--- src/rtl/assert_macros.svh ---
// ----------------------------------------------------------------------------
// assertion helpers
// checks clocked on clk and disabled while rst_n is low
// ----------------------------------------------------------------------------
`ifndef ASSERT_MACROS_SVH
`define ASSERT_MACROS_SVH

// property that must hold at every clock edge
`define HTFD_ASSERT(label, prop, msg) \
    label: assert property (@(posedge clk) disable iff (!rst_n) (prop)) else $error(msg);

// implication checked on the following edge
`define HTFD_ASSERT_NEXT(label, ante, cons, msg) \
    label: assert property (@(posedge clk) disable iff (!rst_n) (ante) |=> (cons)) \
        else $error(msg);

`endif

--- src/rtl/htfd_pkg.sv ---
// ----------------------------------------------------------------------------
// htfd_pkg
// shared types, constants and the crc-8 step for the sensor frame decoder
// ----------------------------------------------------------------------------
`default_nettype none

package htfd_pkg;

    // configuration register indexes
    localparam logic CFG_CRC_POLYNOMIAL   = 1'b0;
    localparam logic CFG_CRC_CHECK_ENABLE = 1'b1;

    localparam logic [7:0] CRC_POLY_RESET = 8'h31;
    localparam logic [7:0] CRC_INIT       = 8'hFF;

    // byte slots inside one reading
    localparam logic [2:0] POS_TEMP_HIGH  = 3'd0;
    localparam logic [2:0] POS_TEMP_LOW   = 3'd1;
    localparam logic [2:0] POS_TEMP_CRC   = 3'd2;
    localparam logic [2:0] POS_HUMID_HIGH = 3'd3;
    localparam logic [2:0] POS_HUMID_LOW  = 3'd4;
    localparam logic [2:0] POS_HUMID_CRC  = 3'd5;

    localparam logic KIND_TEMP  = 1'b0;
    localparam logic KIND_HUMID = 1'b1;

    // conversion: floor(scale * raw / 65535), minus offset for temperature
    localparam int PROD_W = 31;
    localparam int VAL_W  = 15;
    localparam logic [VAL_W-1:0] TEMP_SCALE  = 15'd17500;
    localparam logic [VAL_W-1:0] HUMID_SCALE = 15'd10000;
    localparam logic [VAL_W-1:0] TEMP_OFFSET = 15'd4500;

    typedef struct packed {
        logic        kind;
        logic [15:0] raw;
        logic        ok;
    } word_t;

    // one byte through a msb-first crc-8
    function automatic logic [7:0] crc8_update(input logic [7:0] crc,
                                               input logic [7:0] data,
                                               input logic [7:0] poly);
        logic [7:0] c;
        c = crc ^ data;
        for (int i = 0; i < 8; i++) begin
            if (c[7])
                c = {c[6:0], 1'b0} ^ poly;
            else
                c = {c[6:0], 1'b0};
        end
        return c;
    endfunction

endpackage

`default_nettype wire

--- src/rtl/htfd_scale.sv ---
// ----------------------------------------------------------------------------
// htfd_scale
// two-stage conversion of a raw word: constant multiply, then /65535 and temperature offset
// ----------------------------------------------------------------------------
`default_nettype none

module htfd_scale (
    input  wire logic                            clk,
    input  wire logic                            rst_n,
    input  wire logic                            in_valid,
    output logic                                 in_stall,
    input  wire htfd_pkg::word_t                 in_word,
    output logic                                 out_valid,
    input  wire logic                            out_stall,
    output logic                                 word_kind,
    output logic [15:0]                          raw_word,
    output logic                                 crc_ok,
    output logic signed [htfd_pkg::VAL_W-1:0]    scaled_value
);

`include "assert_macros.svh"

    logic                             prod_valid_reg;
    htfd_pkg::word_t                  prod_word_reg;
    logic [htfd_pkg::PROD_W-1:0]      prod_reg;
    logic [htfd_pkg::PROD_W-1:0]      prod_next;
    logic [htfd_pkg::VAL_W-1:0]       scale;

    logic                             out_valid_reg;
    htfd_pkg::word_t                  out_word_reg;
    logic [htfd_pkg::VAL_W-1:0]       out_value_reg;
    logic [htfd_pkg::VAL_W-1:0]       value_next;
    logic [htfd_pkg::PROD_W-1:0]      div_sum;
    logic [htfd_pkg::VAL_W-1:0]       quot;

    logic                             out_en;
    logic                             prod_en;

    assign out_en   = !out_valid_reg || !out_stall;
    assign prod_en  = !prod_valid_reg || out_en;
    assign in_stall = !prod_en;

    assign scale     = (in_word.kind == htfd_pkg::KIND_HUMID) ?
                       htfd_pkg::HUMID_SCALE : htfd_pkg::TEMP_SCALE;
    assign prod_next = htfd_pkg::PROD_W'(in_word.raw) * htfd_pkg::PROD_W'(scale);

    // exact floor(x / 65535) for x up to 65535 * 17500: (x + (x >> 16) + 1) >> 16
    assign div_sum = prod_reg + (prod_reg >> 16) + htfd_pkg::PROD_W'(1);
    assign quot    = div_sum[htfd_pkg::PROD_W-1:16];
    assign value_next = (prod_word_reg.kind == htfd_pkg::KIND_HUMID) ?
                        quot : quot - htfd_pkg::TEMP_OFFSET;

    always_ff @(posedge clk or negedge rst_n)
    begin
        if (!rst_n)
        begin
            prod_valid_reg <= 1'b0;
            out_valid_reg  <= 1'b0;
        end
        else
        begin
            if (prod_en)
                prod_valid_reg <= in_valid;
            if (out_en)
                out_valid_reg <= prod_valid_reg;
        end
    end

    always_ff @(posedge clk)
    begin
        if (prod_en && in_valid)
        begin
            prod_word_reg <= in_word;
            prod_reg      <= prod_next;
        end
        if (out_en && prod_valid_reg)
        begin
            out_word_reg  <= prod_word_reg;
            out_value_reg <= value_next;
        end
    end

    assign out_valid    = out_valid_reg;
    assign word_kind    = out_word_reg.kind;
    assign raw_word     = out_word_reg.raw;
    assign crc_ok       = out_word_reg.ok;
    assign scaled_value = out_value_reg;

    `HTFD_ASSERT(a_humid_range,
        !(out_valid_reg && out_word_reg.kind == htfd_pkg::KIND_HUMID) ||
        (out_value_reg <= htfd_pkg::HUMID_SCALE),
        "humidity value out of range")
    `HTFD_ASSERT_NEXT(a_prod_advance, prod_valid_reg && out_en, out_valid_reg,
        "product stage lost a transfer")
    `HTFD_ASSERT_NEXT(a_out_hold, out_valid_reg && out_stall, out_valid_reg,
        "stalled result dropped")

endmodule

`default_nettype wire

--- src/rtl/humidity_temp_frame_decoder.sv ---
// ----------------------------------------------------------------------------
// humidity_temp_frame_decoder
// byte-wise decoder for a temperature/humidity sensor reading with crc-8 check
// ----------------------------------------------------------------------------
// usage:
//   input channel (in_valid/in_stall) carries one received byte per transfer,
//   frame_start marks the first byte of a reading. the six bytes are
//   temperature high, low, crc, then humidity high, low, crc.
//   after each crc byte one result transfer leaves on out_valid/out_stall:
//   word kind, raw word, crc verdict and the scaled value.
//   one byte per cycle is accepted while in_stall is low; a result passes
//   the byte stage, which loads at its crc byte transfer, then the multiply
//   stage, then the divide and offset stage, which drives the outputs. bytes
//   that close no word give no result.
//   config writes (cfg_write, cfg_index, cfg_data) take effect at once and
//   are meant for idle periods only.
//   reset clears the byte position, loads crc 0xff, polynomial 0x31 and
//   enables the check. when out_stall holds, results queue in the stages and
//   in_stall rises only once every stage is full.
// ----------------------------------------------------------------------------
`default_nettype none

module humidity_temp_frame_decoder (
    input  wire logic                            clk,
    input  wire logic                            rst_n,
    input  wire logic                            cfg_write,
    input  wire logic                            cfg_index,
    input  wire logic [7:0]                      cfg_data,
    input  wire logic                            in_valid,
    output logic                                 in_stall,
    input  wire logic [7:0]                      rx_byte,
    input  wire logic                            frame_start,
    output logic                                 out_valid,
    input  wire logic                            out_stall,
    output logic                                 word_kind,
    output logic [15:0]                          raw_word,
    output logic                                 crc_ok,
    output logic signed [htfd_pkg::VAL_W-1:0]    scaled_value
);

`include "assert_macros.svh"

    logic [7:0]       poly_reg;
    logic             check_en_reg;

    logic [2:0]       pos_reg;
    logic [2:0]       pos_next;
    logic [7:0]       crc_reg;
    logic [7:0]       crc_next;
    logic [7:0]       high_reg;
    logic [7:0]       high_next;
    logic [7:0]       low_reg;
    logic [7:0]       low_next;

    logic [2:0]       pos_eff;
    logic [7:0]       crc_base;
    logic [7:0]       crc_step;
    logic             is_crc;

    logic             mid_valid_reg;
    htfd_pkg::word_t  mid_word_reg;
    htfd_pkg::word_t  mid_word_next;
    logic             mid_en;
    logic             scale_stall;
    logic             accept;

    assign mid_en   = !mid_valid_reg || !scale_stall;
    assign in_stall = !mid_en;
    assign accept   = in_valid && mid_en;

    // frame start restarts the reading before this byte is taken
    always_comb
    begin
        if (frame_start || pos_reg > htfd_pkg::POS_HUMID_CRC)
            pos_eff = htfd_pkg::POS_TEMP_HIGH;
        else
            pos_eff = pos_reg;
        crc_base = frame_start ? htfd_pkg::CRC_INIT : crc_reg;
    end

    assign crc_step = htfd_pkg::crc8_update(crc_base, rx_byte, poly_reg);

    always_comb
    begin
        pos_next  = pos_eff + 3'd1;
        crc_next  = crc_step;
        high_next = high_reg;
        low_next  = low_reg;
        is_crc    = 1'b0;
        case (pos_eff)
            htfd_pkg::POS_TEMP_HIGH, htfd_pkg::POS_HUMID_HIGH:
                high_next = rx_byte;
            htfd_pkg::POS_TEMP_LOW, htfd_pkg::POS_HUMID_LOW:
                low_next = rx_byte;
            htfd_pkg::POS_TEMP_CRC:
            begin
                is_crc   = 1'b1;
                crc_next = htfd_pkg::CRC_INIT;
                pos_next = htfd_pkg::POS_HUMID_HIGH;
            end
            htfd_pkg::POS_HUMID_CRC:
            begin
                is_crc   = 1'b1;
                crc_next = htfd_pkg::CRC_INIT;
                pos_next = htfd_pkg::POS_TEMP_HIGH;
            end
            default:
                pos_next = pos_eff + 3'd1;
        endcase
    end

    always_comb
    begin
        mid_word_next.kind = (pos_eff == htfd_pkg::POS_HUMID_CRC) ?
                             htfd_pkg::KIND_HUMID : htfd_pkg::KIND_TEMP;
        mid_word_next.raw  = {high_reg, low_reg};
        mid_word_next.ok   = !check_en_reg || (crc_base == rx_byte);
    end

    always_ff @(posedge clk or negedge rst_n)
    begin
        if (!rst_n)
        begin
            poly_reg      <= htfd_pkg::CRC_POLY_RESET;
            check_en_reg  <= 1'b1;
            pos_reg       <= htfd_pkg::POS_TEMP_HIGH;
            crc_reg       <= htfd_pkg::CRC_INIT;
            high_reg      <= 8'd0;
            low_reg       <= 8'd0;
            mid_valid_reg <= 1'b0;
        end
        else
        begin
            if (cfg_write)
            begin
                case (cfg_index)
                    htfd_pkg::CFG_CRC_POLYNOMIAL:   poly_reg <= cfg_data;
                    htfd_pkg::CFG_CRC_CHECK_ENABLE: check_en_reg <= cfg_data[0];
                    default:                        poly_reg <= poly_reg;
                endcase
            end
            if (accept)
            begin
                pos_reg  <= pos_next;
                crc_reg  <= crc_next;
                high_reg <= high_next;
                low_reg  <= low_next;
            end
            if (mid_en)
                mid_valid_reg <= accept && is_crc;
        end
    end

    always_ff @(posedge clk)
    begin
        if (accept && is_crc)
            mid_word_reg <= mid_word_next;
    end

    htfd_scale u_scale (
        .clk          (clk),
        .rst_n        (rst_n),
        .in_valid     (mid_valid_reg),
        .in_stall     (scale_stall),
        .in_word      (mid_word_reg),
        .out_valid    (out_valid),
        .out_stall    (out_stall),
        .word_kind    (word_kind),
        .raw_word     (raw_word),
        .crc_ok       (crc_ok),
        .scaled_value (scaled_value)
    );

    `HTFD_ASSERT(a_pos_range, pos_reg <= htfd_pkg::POS_HUMID_CRC,
        "byte position out of range")
    `HTFD_ASSERT_NEXT(a_word_issued, accept && is_crc, mid_valid_reg,
        "crc byte transfer gave no word")
    `HTFD_ASSERT_NEXT(a_crc_restart, accept && is_crc, crc_reg == htfd_pkg::CRC_INIT,
        "crc not restarted after word")

endmodule

`default_nettype wire
--- config.mk ---
export PLATFORM = sky130hd
export DESIGN_NAME = humidity_temp_frame_decoder
export DESIGN_NICKNAME = d
export VERILOG_FILES = /design/src/rtl/htfd_pkg.sv /design/src/rtl/htfd_scale.sv /design/src/rtl/humidity_temp_frame_decoder.sv
export VERILOG_INCLUDE_DIRS = /design/src /design/src/rtl
export SDC_FILE = /design/constraint.sdc
export NUM_CORES = 1
export LEC_CHECK = 0
export BUFFER_PORTS_ARGS = -buffer_cell sky130_fd_sc_hd__buf_2
export CAP_MARGIN = 10
export CORE_ASPECT_RATIO = 0.5
export CORE_UTILIZATION = 45
export CTS_CLUSTER_DIAMETER = 40
export DETAILED_ROUTE_END_ITERATION = 10
export HOLD_SLACK_MARGIN = 0.1
export PLACE_DENSITY = 0.62
export SETUP_SLACK_MARGIN = 0.5
export SKIP_CTS_REPAIR_TIMING = 1
export SYNTH_ARGS = -nofsm -noshare
export SYNTH_HDL_FRONTEND = slang
export SYNTH_HIERARCHICAL = 1
export SYNTH_SLANG_ARGS = --single-unit
--- constraint.sdc ---
create_clock -name clk -period 9.9 [get_ports clk]
set_input_delay 0.99 -clock clk [delete_from_list [all_inputs] [get_ports clk]]
set_output_delay 0.99 -clock clk [all_outputs]
set_load 0.02 [all_outputs]
; ---- Word level (Yosys, flattened, before mapping)
; Cells that the tools add are included.
; Widths: inputs -> output; s select.
[word_totals]
reg_bits = 139
out_inout_bits = 35
[op_classes]
addsub = 4
mul = 1
n_lt_le_gt_ge = 1
eq_ne = 6
muxes = 16
bitwise = 10
n_reduce_logical = 23
[ops]
columns = cell, count
row1 = $mux 8, 10
row2 = $xor 8x8->8, 9
row3 = $add 31x1->31 const B, 1
row4 = $add 31x15->31, 1
row5 = $mul 16x15->31, 1
row6 = $mux 15, 2
row7 = $sub 15x13->15 const B, 1
row8 = $eq 8x8->1, 1
row9 = $reduce_and 2->1, 4
row10 = $eq 3x2->1 const B, 2
row11 = $eq 3x3->1 const B, 2
row12 = $logic_not 1->1, 6
row13 = $pmux 3 s2, 1
row14 = $reduce_or 2->1, 3
row15 = $logic_or 1x1->1, 5
row16 = $logic_and 1x1->1, 4
row17 = $add 3x1->3 const B, 1
row18 = $eq 3x1->1 const B, 1
row19 = $gt 3x3->1 const B, 1
row20 = $logic_not 3->1, 1
row21 = $mux 3, 1
row22 = $mux 1, 2
row23 = $not 1->1, 1

; ---- Longest topological paths before layout
[depth]
word_depth = 19
ltp_mapped = 24
mapped_depth_nobuf = 23

; ---- Modules after synthesis
; The synthesis kept the hierarchy.
[modules_own_cells]
columns = mod, instances, cells_each, area_each_um2, seq_area_each_um2
row1 = htfd_scale, 1, 750, 8411.8, 2452.4
row2 = humidity_temp_frame_decoder, 1, 467, 4474.3, 1481.4

; ---- Least setup slack after synthesis
; OpenSTA, ideal clock, no wires.
[synth_path]
path_kind = register to register
startpoint = register mid_word_reg[17] (netlist bit)
endpoint = register u_scale/prod_reg[29] (netlist bit) (data pin)
setup_time_ns = 0.258
arrival_ns = 5.439
t_required_ns = 9.642
setup_slack_ns = 4.203
path_stages_with_launch = 24
synth_period_minus_slack_ns = 5.697
path_cell_list = edfxtp_1 > clkbuf_1 > clkbuf_1 > nand2b_1 > inv_1 > ha_1 > inv_1 > fa_1 > inv_1 > fa_1 > inv_1 > fa_1 > inv_1 > fa_1 > ha_1 > ha_1 > o21a_1 > o31a_1 > o311ai_2 > o21ai_1 > a221o_1 > a311o_1 > a21oi_1 > xnor2_1
[synth_between]
elab_chain_len = 2
[synth_lines]
columns = element, line_no
row1 = "start, declared", humidity_temp_frame_decoder.sv:61  ; htfd_pkg::word_t mid_word_reg;
row2 = "start signal, assigned", humidity_temp_frame_decoder.sv:157  ; mid_word_reg <= mid_word_next;
row3 = $mux 15, htfd_scale.sv:43  ; assign scale = (in_word.kind == htfd_pkg::KIND_HUMID) ?
row4 = $mul 16x15->31, htfd_scale.sv:45  ; assign prod_next = htfd_pkg::PROD_W'(in_word.raw) * htfd_pkg::PROD_W'(scale);
row5 = "via u_scale.prod_next, one bit", htfd_scale.sv:26  ; logic [htfd_pkg::PROD_W-1:0] prod_next;
row6 = "end signal, assigned", htfd_scale.sv:74  ; prod_reg <= prod_next;
row7 = "end, declared", htfd_scale.sv:25  ; logic [htfd_pkg::PROD_W-1:0] prod_reg;
; The timed path passes the listed nets, and every way through them passes these cells.
; A chain may end at the register's enable or synchronous reset.

; ---- Worst setup path after layout
; Same ends and word-level chain as after synthesis.

==> impl_metrics.csv <==
group,metric,value,unit
routing,firstDrtPassIters,5,
worst_hold_path,min_from,"u_scale/prod_word_reg[15]",
worst_setup_path,end_kind,"flop",
logic_synthesis,synth-edff-count,98,
logic_synthesis,synth.cell_area,12900,um^2
clock_network,cts_buffer_depth,2,
logic_synthesis,synth_top_flop_cell,"edfxtp_1",
sta,period_share,64.6,%
final_layout,post_route_cells_drive_above_1_share,14.3,%
run,drv_cap,0,
grt,antenna_found_initial,1,
logic_synthesis,synth-seq-cells,137,
clock_network,clkTransAtPathRegs,70,ps
sta,clock_skew,10.4,ps
worst_setup_path,critical_path_arrival,6610,ps
clock_network,clock_latency,450,ps
floorplanning,fp.dieH,122,um
final_layout,diodes,0,
grt,grt_pass1_vias,8898,
sta,fin_tns_setup,0,ps
logic_synthesis,synth_compound_area_share,13.7,%
routing,drc,0,
logic_synthesis,yosys.area_share.adder,27.5,%
grt,overflow,0,
sta,worstMarginPinSlew,955,ps
floorplanning,initial_core_util,46.1,%
floorplanning,die_area,29400,um^2
routing,detail-route-antenna-nets,0,
worst_setup_path,r2r-end,"u_scale/prod_reg[29]",
grt,grt_usage,20.2,%
floorplanning,num_rows,43,
floorplanning,core-area,27900,um^2
logic_synthesis,synth.avg_cell_area,10.6,um^2
final_layout,largest_reg_flops,29,
placed_design,io_buffers,57,
logic_synthesis,synth_xor_xnor_area_share,6.29,%
sta,hold_violations,0,
clock_network,cts-root-buf,"clkbuf_16",
final_layout,fin_util,50.3,%
logic_synthesis,synth-warning-count,6,
sta,worst_slew_margin_rel,36.2,%
routing,wire_per_inst,16.7,um
worst_setup_path,worstPathMaxFanout,33,
clock_network,numClockSinks,137,
clock_network,cts-htree-levels,4,
floorplanning,io_pins,58,
logic_synthesis,yosys.cell_types.count,110,
final_layout,multiInputGateArea,8190,um^2
logic_synthesis,syn_inst,1217,
sta,whs,414,ps
sta,finalCriticalPeriod,6400,ps
power_and_ir_drop,ir_drop,152,uV
sta,max_freq,0.156,GHz
routing,vias,8916,
power_and_ir_drop,leakage,0.00633,uW
final_layout,layout_commonest_cell,"inv_1",
final_layout,area_delta_synth_final,8.99,%
status,status,"complete, no violations",
final_layout,fillers,2559,
worst_setup_path,rr_worst_depth,21,
final_layout,regArea,3930,um^2
floorplanning,die_x,241,um
worst_setup_path,reg2reg_from,"mid_word_reg[17]",
grt,grt_start_max_net_pins,48,
logic_synthesis,synth_top_family_by_area,"adder cells",
sta,rsz0062_at_grt,"false",
logic_synthesis,synthMuxAreaShare,1.80,%
placed_design,gp_congestion,0.914,
clock_network,cts_tree,"yes",
logic_synthesis,synthArstFlopShare,28.5,%
placed_design,dpl.hpwl,21800,um
routing,viasPerCell,5.34,
sta,setup_violations,0,
power_and_ir_drop,p_total,3740,uW
worst_setup_path,start_kind,"flop",
final_layout,nets,1525,
worst_hold_path,min_to,"u_scale/raw_word[14]",
worst_setup_path,cp.required,10110,ps
worst_setup_path,worstSetupPathType,"flop to flop",
routing,drt-total-wl,27900,um
routing,drt_iter0_drc,408,
logic_synthesis,synth.yosys.seq_area_share,30.5,%
worst_hold_path,hold_class,"flop to flop",
grt,grt_pass1_wl,45700,um
worst_setup_path,rrSetupSlack,3500,ps
worst_hold_path,worstHoldPathCells,0,
sta,report.final.slew_viol_count,0,
power_and_ir_drop,pwr_density_cell,266,nW/um^2
logic_synthesis,synth_simple_gate_area_share,13.3,%
final_layout,mostFrequentLayoutCells,"inv_1 (143), ha_1 (138), edfxtp_1 (98)",
clock_network,cts_made_buffers,17,
==> where the power goes <==
| part | internal (uW) | leakage (uW) | switching, uW |
|---|---|---|---|
| logic | 1010 | 0.00471 | 1170 |
| clock network | 363 | 0.000283 | 287 |
| registers | 790 | 0.00134 | 117 |
| total | 2160 | 0.00633 | 1570 |
==> worst max-delay path: stages, from the launching register on <==
cell      delay, ps
edfxtp_1        940
nand2b_1        280
inv_1           100
ha_1            280
inv_1            50
fa_1            490
inv_1            50
fa_1            500
inv_1            50
fa_1            470
inv_1            50
fa_1            470
ha_1            300
ha_1            360
o21a_1          200
o31a_1          140
o311ai_2        340
o21ai_1         150
a221o_1         380
a311o_1         280
a21oi_1         180
xnor2_1          80
==> layer usage <==
layer	GRT usage, %	vias up	routed length [um]
met5	0	-	13
met4	5.81	2	492
met3	4.10	40	1080
met2	34.4	182	13300
met1	26.2	4304	13000
li1	-	4388	-
==> area by class of cell <==
class | instances | share of cell area [%]
well taps | 382 | 3.40
clock inverters | 14 | 1.10
inverters | 144 | 3.85
repair buffers | 60 | 2.17
clock buffers | 18 | 3.13
flip-flops and latches | 137 | 28.0
multi-input cells | 914 | 58.3
==> stage by stage <==
step	cell area [um^2]	worst slack, ps	cells
finish	14000	3500	1669
detailed placement	13400	3530	1636
global placement	13400	3640	1636
CTS	14000	3510	1668
global route	14000	3150	1669
floorplan	13000	4200	1244
==> cell usage after synthesis, types with 6 or more instances <==
cell type  number  area, um^2
a211oi_1       14         105
a211oi_2        6        75.1
a21o_1         17         128
a21oi_1        40         200
and2_1         18         113
and3_1         14        87.6
clkbuf_1       26        97.6
clkbuf_8       10         138
dfrtp_1        27         676
dfstp_2        12         315
edfxtp_1       98        2940
fa_1           90        1800
ha_1          138        1730
inv_1         143         537
mux2_2         17         191
nand2_1        91         342
nand2b_1       23         144
nand3_1        31         155
nand4_1         9        56.3
nor2_1         47         176
nor2b_1        12        75.1
nor3_1         23         115
o211ai_1        8        60.1
o21a_1         16         120
o21ai_0        40         200
o31ai_1         6        45.0
or2_2           8        50.1
or3_1           9        56.3
xnor2_1        43         377
xnor3_1         8         180
xor2_1         18         158
==> worst max path at each step <==
stage | endpoint | from | slack, ps | depth (start not counted)
floorplan | u_scale/prod_reg[29] | mid_word_reg[17] | 4200 | 23
global placement | u_scale/prod_reg[29] | mid_word_reg[17] | 3640 | 21
detailed placement | u_scale/prod_reg[29] | mid_word_reg[17] | 3530 | 21
CTS | u_scale/prod_reg[29] | mid_word_reg[17] | 3510 | 21
global route | u_scale/prod_reg[30] | mid_word_reg[17] | 3150 | 21
finish | u_scale/prod_reg[29] | mid_word_reg[17] | 3500 | 21
==> cell families after synthesis <==
family,after synthesis
AND/OR/NAND/NOR,325
other,2
XOR/XNOR,74
flip-flops,137
adder cells (fa/ha/maj),229
multiplexers,21
buffers and inverters,193
AO/OA/AOI/OAI,236
Power figures use the tool's default switching activity.
